`src/sv/approximate_substring_search_assert.svh`:
```
// Assertion macros shared by the approximate substring search RTL.
`ifndef APPROXIMATE_SUBSTRING_SEARCH_ASSERT_SVH
`define APPROXIMATE_SUBSTRING_SEARCH_ASSERT_SVH

// Same-cycle implication, ignored while reset is asserted.
`define APSS_ASSERT_IMP(lbl, ante, cons, msg) \
  lbl: assert property (@(posedge clk) disable iff (!rst_n) (ante) |-> (cons)) \
    else $error(msg);

// Next-cycle implication, checked during reset as well.
`define APSS_ASSERT_NXT(lbl, ante, cons, msg) \
  lbl: assert property (@(posedge clk) (ante) |=> (cons)) \
    else $error(msg);

`endif

```
`src/sv/apss_pkg.sv`:
```
// Package with sizes, register indexes and the token type of the search chain.
package apss_pkg;

  localparam int MAX_NEEDLE     = 32;
  localparam int POSITION_WIDTH = 16;
  localparam int CHAR_REGS      = 4;
  localparam int ROWS           = (MAX_NEEDLE < 8 * CHAR_REGS) ? MAX_NEEDLE : 8 * CHAR_REGS;
  localparam int DW             = $clog2(ROWS + 1);
  localparam int CFG_W          = 64;
  localparam int CFG_IDX_W      = 3;
  localparam int LEN_W          = 6;

  localparam logic [POSITION_WIDTH-1:0] POS_MAX = {POSITION_WIDTH{1'b1}};

  localparam logic [CFG_IDX_W-1:0] REG_CHARS_0   = 3'd0;
  localparam logic [CFG_IDX_W-1:0] REG_CHARS_1   = 3'd1;
  localparam logic [CFG_IDX_W-1:0] REG_CHARS_2   = 3'd2;
  localparam logic [CFG_IDX_W-1:0] REG_CHARS_3   = 3'd3;
  localparam logic [CFG_IDX_W-1:0] REG_NEEDLE_LEN = 3'd4;
  localparam logic [CFG_IDX_W-1:0] REG_MAX_EDITS  = 3'd5;

  // One haystack symbol travelling down the chain with its bookkeeping.
  typedef struct packed {
    logic                      valid;
    logic [7:0]                sym;
    logic                      start;
    logic                      last;
    logic [POSITION_WIDTH-1:0] pos;
    logic                      ovf;
    logic [DW-1:0]             len_dist;
    logic [DW-1:0]             above;
    logic [DW-1:0]             diag;
  } tok_t;

endpackage

```
`src/sv/approximate_substring_search.sv`:
```
// Top level: configuration, position counting, systolic cell row and result stage.
//
//   channel | direction | handshake          | payload
//   in_     | input     | in_valid/in_stall  | symbol, first, last
//   out_    | output    | out_valid/out_stall| found, end_position, bad_setting, too_long
//   cfg_    | input     | cfg_we             | cfg_index, cfg_data
//
// One symbol enters per cycle while in_stall is low; a result leaves after its symbol has passed
// the skewed row of cells, one register stage per needle row, and the output register.
// A stalled result freezes the whole row, and the input is stalled with it.
// Reset needs no clearing pass: the first symbol after reset starts a new haystack.
module approximate_substring_search (
  input  logic                                clk,
  input  logic                                rst_n,
  input  logic                                in_valid,
  output logic                                in_stall,
  input  logic [7:0]                          in_symbol,
  input  logic                                in_first,
  input  logic                                in_last,
  output logic                                out_valid,
  input  logic                                out_stall,
  output logic                                out_found,
  output logic [apss_pkg::POSITION_WIDTH-1:0] out_end_position,
  output logic                                out_bad_setting,
  output logic                                out_too_long,
  input  logic                                cfg_we,
  input  logic [apss_pkg::CFG_IDX_W-1:0]      cfg_index,
  input  logic [apss_pkg::CFG_W-1:0]          cfg_data
);
  import apss_pkg::*;

  `include "approximate_substring_search_assert.svh"

  logic [CFG_W-1:0]          chars_r [CHAR_REGS];
  logic [LEN_W-1:0]          needle_length_r;
  logic [LEN_W-1:0]          max_edits_r;
  logic [8*CHAR_REGS*8-1:0]  needle_flat;
  logic [DW-1:0]             len_eff;
  logic                      bad;

  logic                      adv;
  logic [POSITION_WIDTH-1:0] pos_r;
  logic                      ovf_r;
  logic                      restart_r;
  logic [POSITION_WIDTH-1:0] pos_base;
  logic                      ovf_base;
  tok_t                      link [ROWS+1];

  logic                      reported_r;
  logic                      reported_eff;
  logic                      hit;
  logic                      miss;
  tok_t                      tok_end;

  logic                      out_valid_r;
  logic                      out_found_r;
  logic [POSITION_WIDTH-1:0] out_end_position_r;
  logic                      out_bad_setting_r;
  logic                      out_too_long_r;

  // Configuration registers.
  always_ff @(posedge clk) begin
    if (!rst_n) begin
      for (int r = 0; r < CHAR_REGS; r++) begin
        chars_r[r] <= '0;
      end
      needle_length_r <= LEN_W'(24);
      max_edits_r     <= LEN_W'(1);
    end else if (cfg_we) begin
      case (cfg_index)
        REG_CHARS_0:    chars_r[0] <= cfg_data;
        REG_CHARS_1:    chars_r[1] <= cfg_data;
        REG_CHARS_2:    chars_r[2] <= cfg_data;
        REG_CHARS_3:    chars_r[3] <= cfg_data;
        REG_NEEDLE_LEN: needle_length_r <= cfg_data[LEN_W-1:0];
        REG_MAX_EDITS:  max_edits_r <= cfg_data[LEN_W-1:0];
        default: begin
        end
      endcase
    end
  end

  assign needle_flat = {chars_r[3], chars_r[2], chars_r[1], chars_r[0]};
  assign len_eff = (needle_length_r > LEN_W'(ROWS)) ? DW'(ROWS) : needle_length_r[DW-1:0];
  assign bad = (len_eff == '0) || (max_edits_r > LEN_W'(len_eff));

  assign adv      = !out_valid_r || !out_stall;
  assign in_stall = !adv;

  // Position and overflow are fixed per symbol before it enters the row.
  always_comb begin
    pos_base = (in_first || restart_r) ? '0 : pos_r;
    ovf_base = (in_first || restart_r) ? 1'b0 : ovf_r;
    link[0].valid = in_valid;
    link[0].sym   = in_symbol;
    link[0].start = in_first || restart_r;
    link[0].last  = in_last;
    if (pos_base == POS_MAX) begin
      link[0].pos = POS_MAX;
      link[0].ovf = 1'b1;
    end else begin
      link[0].pos = pos_base + 1'b1;
      link[0].ovf = ovf_base;
    end
    link[0].len_dist = '0;
    link[0].above    = '0;
    link[0].diag     = '0;
  end

  always_ff @(posedge clk) begin
    if (!rst_n) begin
      restart_r <= 1'b1;
      pos_r     <= '0;
      ovf_r     <= 1'b0;
    end else if (in_valid && adv) begin
      restart_r <= in_last;
      pos_r     <= link[0].pos;
      ovf_r     <= link[0].ovf;
    end
  end

  for (genvar g = 0; g < ROWS; g++) begin : g_cell
    apss_cell u_cell (
      .clk         (clk),
      .rst_n       (rst_n),
      .adv         (adv),
      .row_idx     (DW'(g + 1)),
      .needle_char (needle_flat[8*g +: 8]),
      .len         (len_eff),
      .tok_in      (link[g]),
      .tok_out     (link[g+1])
    );
  end

  assign tok_end = link[ROWS];

  // Result decision, in symbol order at the end of the row.
  always_comb begin
    reported_eff = tok_end.start ? 1'b0 : reported_r;
    hit = !reported_eff && !bad && (tok_end.pos >= POSITION_WIDTH'(len_eff))
          && (LEN_W'(tok_end.len_dist) <= max_edits_r);
    miss = !hit && tok_end.last && !reported_eff;
  end

  always_ff @(posedge clk) begin
    if (!rst_n) begin
      reported_r  <= 1'b0;
      out_valid_r <= 1'b0;
    end else if (adv) begin
      out_valid_r <= tok_end.valid && (hit || miss);
      if (tok_end.valid) begin
        reported_r <= tok_end.last ? 1'b0 : (reported_eff || hit);
      end
    end
  end

  always_ff @(posedge clk) begin
    if (adv) begin
      out_found_r        <= hit;
      out_end_position_r <= hit ? tok_end.pos : '0;
      out_bad_setting_r  <= !hit && bad;
      out_too_long_r     <= tok_end.ovf;
    end
  end

  assign out_valid        = out_valid_r;
  assign out_found        = out_found_r;
  assign out_end_position = out_end_position_r;
  assign out_bad_setting  = out_bad_setting_r;
  assign out_too_long     = out_too_long_r;

  `APSS_ASSERT_IMP(a_found_clean, out_valid && out_found,
                   !out_bad_setting && out_end_position != '0,
                   "found result carries a refusal or zero position")
  `APSS_ASSERT_IMP(a_miss_zero, out_valid && !out_found, out_end_position == '0,
                   "not-found result has a nonzero position")
  `APSS_ASSERT_IMP(a_sat_pos, out_valid && out_found && out_too_long,
                   out_end_position == POS_MAX,
                   "overflowed match does not report the saturated position")
  `APSS_ASSERT_NXT(a_reset_idle, !rst_n, !out_valid, "result valid right after reset")

endmodule

```
`src/sv/apss_cell.sv`:
```
// One row of the edit-distance column: holds its distance and forwards the symbol.
module apss_cell (
  input  logic                  clk,
  input  logic                  rst_n,
  input  logic                  adv,
  input  logic [apss_pkg::DW-1:0] row_idx,
  input  logic [7:0]            needle_char,
  input  logic [apss_pkg::DW-1:0] len,
  input  apss_pkg::tok_t        tok_in,
  output apss_pkg::tok_t        tok_out
);
  import apss_pkg::*;

  logic [DW-1:0] col_r;
  tok_t          tok_r;
  tok_t          tok_nxt;
  logic [DW-1:0] old_eff;
  logic [DW-1:0] min_v;
  logic [DW-1:0] v;

  always_comb begin
    // A new haystack sees this row at its initial value.
    old_eff = tok_in.start ? row_idx : col_r;
    min_v = old_eff;
    if (tok_in.above < min_v) begin
      min_v = tok_in.above;
    end
    if (tok_in.diag < min_v) begin
      min_v = tok_in.diag;
    end
    if (needle_char == tok_in.sym) begin
      v = tok_in.diag;
    end else begin
      v = min_v + 1'b1;
    end
    tok_nxt = tok_in;
    tok_nxt.above = v;
    tok_nxt.diag = old_eff;
    if (row_idx == len) begin
      tok_nxt.len_dist = v;
    end
  end

  // Only the valid bit is reset; the rest of the token is don't-care while invalid.
  always_ff @(posedge clk) begin
    if (!rst_n) begin
      tok_r.valid <= 1'b0;
    end else if (adv) begin
      tok_r <= tok_nxt;
      if (tok_in.valid) begin
        col_r <= v;
      end
    end
  end

  assign tok_out = tok_r;

endmodule
```
`config.mk`:
```
export PLATFORM = sky130hd
export DESIGN_NAME = approximate_substring_search
export DESIGN_NICKNAME = d
export VERILOG_FILES = /design/src/sv/apss_pkg.sv /design/src/sv/approximate_substring_search.sv /design/src/sv/apss_cell.sv
export VERILOG_INCLUDE_DIRS = /design/src /design/src/sv
export SDC_FILE = /design/constraint.sdc
export NUM_CORES = 2
export LEC_CHECK = 0
export ABC_AREA = 1
export BUFFER_PORTS_ARGS = -buffer_cell sky130_fd_sc_hd__buf_2
export CELL_PAD_IN_SITES_DETAIL_PLACEMENT = 1
export CELL_PAD_IN_SITES_GLOBAL_PLACEMENT = 2
export CORE_MARGIN = 4
export CORE_UTILIZATION = 45
export DETAILED_ROUTE_END_ITERATION = 12
export GPL_TIMING_DRIVEN = 0
export MAX_ROUTING_LAYER = met4
export PLACE_DENSITY_LB_ADDON = 0.1
export SKIP_CTS_REPAIR_TIMING = 1
export SYNTH_ARGS = -nofsm -noshare
export SYNTH_HDL_FRONTEND = slang
export SYNTH_SLANG_ARGS = --single-unit
```
`constraint.sdc`:
```
create_clock -name clk -period 144.9 [get_ports clk]
set_clock_uncertainty 0.1 [all_clocks]
set_input_delay 21.735 -clock clk [delete_from_list [all_inputs] [get_ports clk]]
set_output_delay 21.735 -clock clk [all_outputs]
set_load 0.005 [all_outputs]
```
==> out/results.txt <==
Mapped Avg Cell Area = 11.3 µm²
Worst-Margin Slew = 1.41 ns
Row count = 160
Io pins = 103
Setup TNS = 0 ns
Cell Area, Synth = 0.0864 mm²
Critical path class = in -> out
Setup violations, final = 0
Residual DRC = 0
DRT iter0 DRCs = 3865
Largest net degree at the start of global routing = 65
Register area = 0.0579 mm²
Gpl congestion = 0.846
CTS max path bufs = 3
Port bufs = 100
Tot Pwr = 1.89 mW
Final net count = 8423
Worst hold slack = 0.298 ns
Post-Synthesis Cells = 7661
Num CTS Buffers = 205
Slowest-stage cell, CP = nand2_1
1st-pass router iterations = 7
Remaining global-route overflow = 0
EDFF count, synth = 1887
CP peak stage delay = 0.70 ns
Core Region = 0.191 mm²
Worst hold path type = reg -> reg
Num Clock Sinks = 1951
Synthesis Warnings = 0
CP max FO = 22
Async SR Flop Fraction = 0
VDD IR max = 0.0000109 V
Period utilization = 0.311
Fill cell count = 20100
Final hold violation count = 0
CTS tree = yes
Post-synth cell types = 57
Pwr per Cell Area = 19.3 mW/mm²
Reg clk slew, reported paths = 0.06 ns
Max cap viols = 0
Tmin final = 45.11 ns
Post-DR vias/cell = 5.09
Starting density of the core = 0.453
H-tree Lvls = 4
WP data required = 123.06 ns
DR WL/cell = 20.4 µm
Fmax = 0.0222 GHz
Top cell by count, worst path = buf_2
Arr. time, crit path = 23.27 ns
Slew headroom = 0.0537
Number of global-route vias before repair = 57100
Critical path capture point type = output pin
Initial antenna violation count = 16
Final ANT Viol Nets = 0
Top_reg_cell synth = edfxtp_1
Die W = 446 µm
Die Y = 446 µm
Status = finished, final reports clean
Vias = 54600
Buf/Inv on CP = 3
Register area share after synthesis = 0.671
RSZ-0062 raised after global routing = no
Area grow syn2layout = 13.6%
Global router's overall resource usage = 0.228
Skew-Pair Late Insertion Delay = 0.87 ns
Footprint of the multi-input gates = 0.0242 mm²
CP top delay family = buffers and inverters
Clock root buffer = clkbuf_16
DP HPWL = 166 mm
Synthesized flop and latch total = 1951
Die ar. = 0.199 mm²
Wire length of the first global-routing pass = 337 mm
Layout cell share with drive strength beyond 1 = 0.0906
Worst path cell trace = buf_2 -> nand2_1 -> inv_1 -> buf_2
P_leak = 40.4 nW
CP Launch Type = input port
WL final = 219 mm
Max-slew violation count = 0
logic make-up after synthesis:
kind of cell | Yosys count | synth area share
and+or+nand+nor | 3293 | 0.159
buffers and inverters | 1119 | 0.0498
DFF | 1951 | 0.671
other | 1 | 0.0000434
AOI/OAI and AO/OA | 719 | 0.0486
xor gates and xnor gates | 265 | 0.0269
adders and majority gates | 313 | 0.0453
synthesized netlist by cell type (5+ instances only):
cell      number  area, µm²
edfxtp_1    1887      56700
nand2_1     1822       6840
inv_1       1003       3760
nor2_1       797       2990
nand3_1      378       1890
ha_1         313       3920
o21ai_0      312       1560
xor2_1       256       2240
o21ai_1       87        435
a21oi_1       83        415
nand2_2       73        457
nor4_1        65        407
dfxtp_1       64       1280
clkbuf_1      56        210
a31oi_1       46        288
nor2_2        44        275
a211oi_1      33        248
o22ai_1       33        206
o21bai_1      32        240
or2_2         28        175
inv_2         23       86.3
buf_2         22        110
nand3b_1      22        165
o21ai_2       22        193
nand4_1       15       93.8
and2_1        14       87.6
o21a_1        13       97.6
nand2_4       12        135
a21boi_0       9       67.6
a21oi_2        9       78.8
o211ai_1       9       67.6
xnor2_1        9       78.8
a21boi_1       7       52.6
buf_6          7       78.8
nor3_1         7       35.0
a21o_1         6       45.0
nand3_2        5       50.1
stage by stage:
step / cells / setup slack (ns) / cell area (µm²) / utilization
3_3_place_gp: 10300 / 30.22 / 90100 / 0.473
4_1_cts: 10700 / 99.76 / 98200 / 0.515
5_1_grt: 10700 / 99.67 / 98200 / 0.515
2_1_floorplan: 7671 / 57.41 / 86400 / -
6_report: 10700 / 99.79 / 98200 / 0.515
3_5_place_dp: 10300 / 99.75 / 91200 / 0.479
worst paths after layout:
path | startpoint | end | slack, ns | depth (start not counted)
worst min-delay path | g_cell[8].u_cell.tok_out[22] | g_cell[9].u_cell.tok_out[22] | 0.30 | 0
worst max register to register | out_valid | g_cell[0].u_cell.col_r[5] | 138.67 | 15
worst min register to register | g_cell[8].u_cell.tok_out[22] | g_cell[9].u_cell.tok_out[22] | 0.30 | 0
worst max-delay path | out_stall | in_stall | 99.79 | 4
state kept, by name (all words and copies together) (netlist names):
register               count
ovf_r                      1
pos_r                     16
chars_r                  256
reported_r                 1
out_too_long               1
max_edits_r                6
g_cell.u_cell.tok_out   1452
out_bad_setting            1
out_end_position          16
out_found                  1
needle_length_r            6
out_valid                  1
restart_r                  1
g_cell.u_cell.col_r      192
metal layers:
metal / wire length, µm / track usage / up-vias
li1: - / - / 26600
met1: 99700 / 0.305 / 27000
met2: 107000 / 0.376 / 751
met3: 7630 / 0.0279 / 279
met4: 4280 / 0.0512 / 0
met5: 0 / - / -
cell usage in the layout (no fill, tap or decap), types with 23 or more instances in the layout:
cell type	n
a211oi_1	33
a21oi_1	83
a31oi_1	46
buf_12	38
buf_2	122
clkbuf_1	94
clkbuf_16	206
clkinv_1	35
clkinv_2	40
dfxtp_1	64
edfxtp_1	1887
ha_1	313
inv_1	1003
inv_2	23
nand2_1	1818
nand2_2	73
nand3_1	378
nor2_1	796
nor2_2	44
nor4_1	65
o21ai_0	312
o21ai_1	87
o21bai_1	32
o22ai_1	33
or2_2	28
xor2_1	256
final cells by class:
class                      instances  share of cell area
antenna                            4            0.000102
buffer                            92             0.00454
clock buffer                     259              0.0560
clock inverter                   130              0.0147
inverter                        1027              0.0393
multi-input combinational       4601               0.247
sequential                      1951               0.590
tap                             2511              0.0320
timing repair buffer             150              0.0162
report_power, final:
part	internal, mW	switching [mW]
clock network	0.307	0.226
logic	0.188	0.413
registers	0.724	0.0341
(Power assumes the default switching activity.)
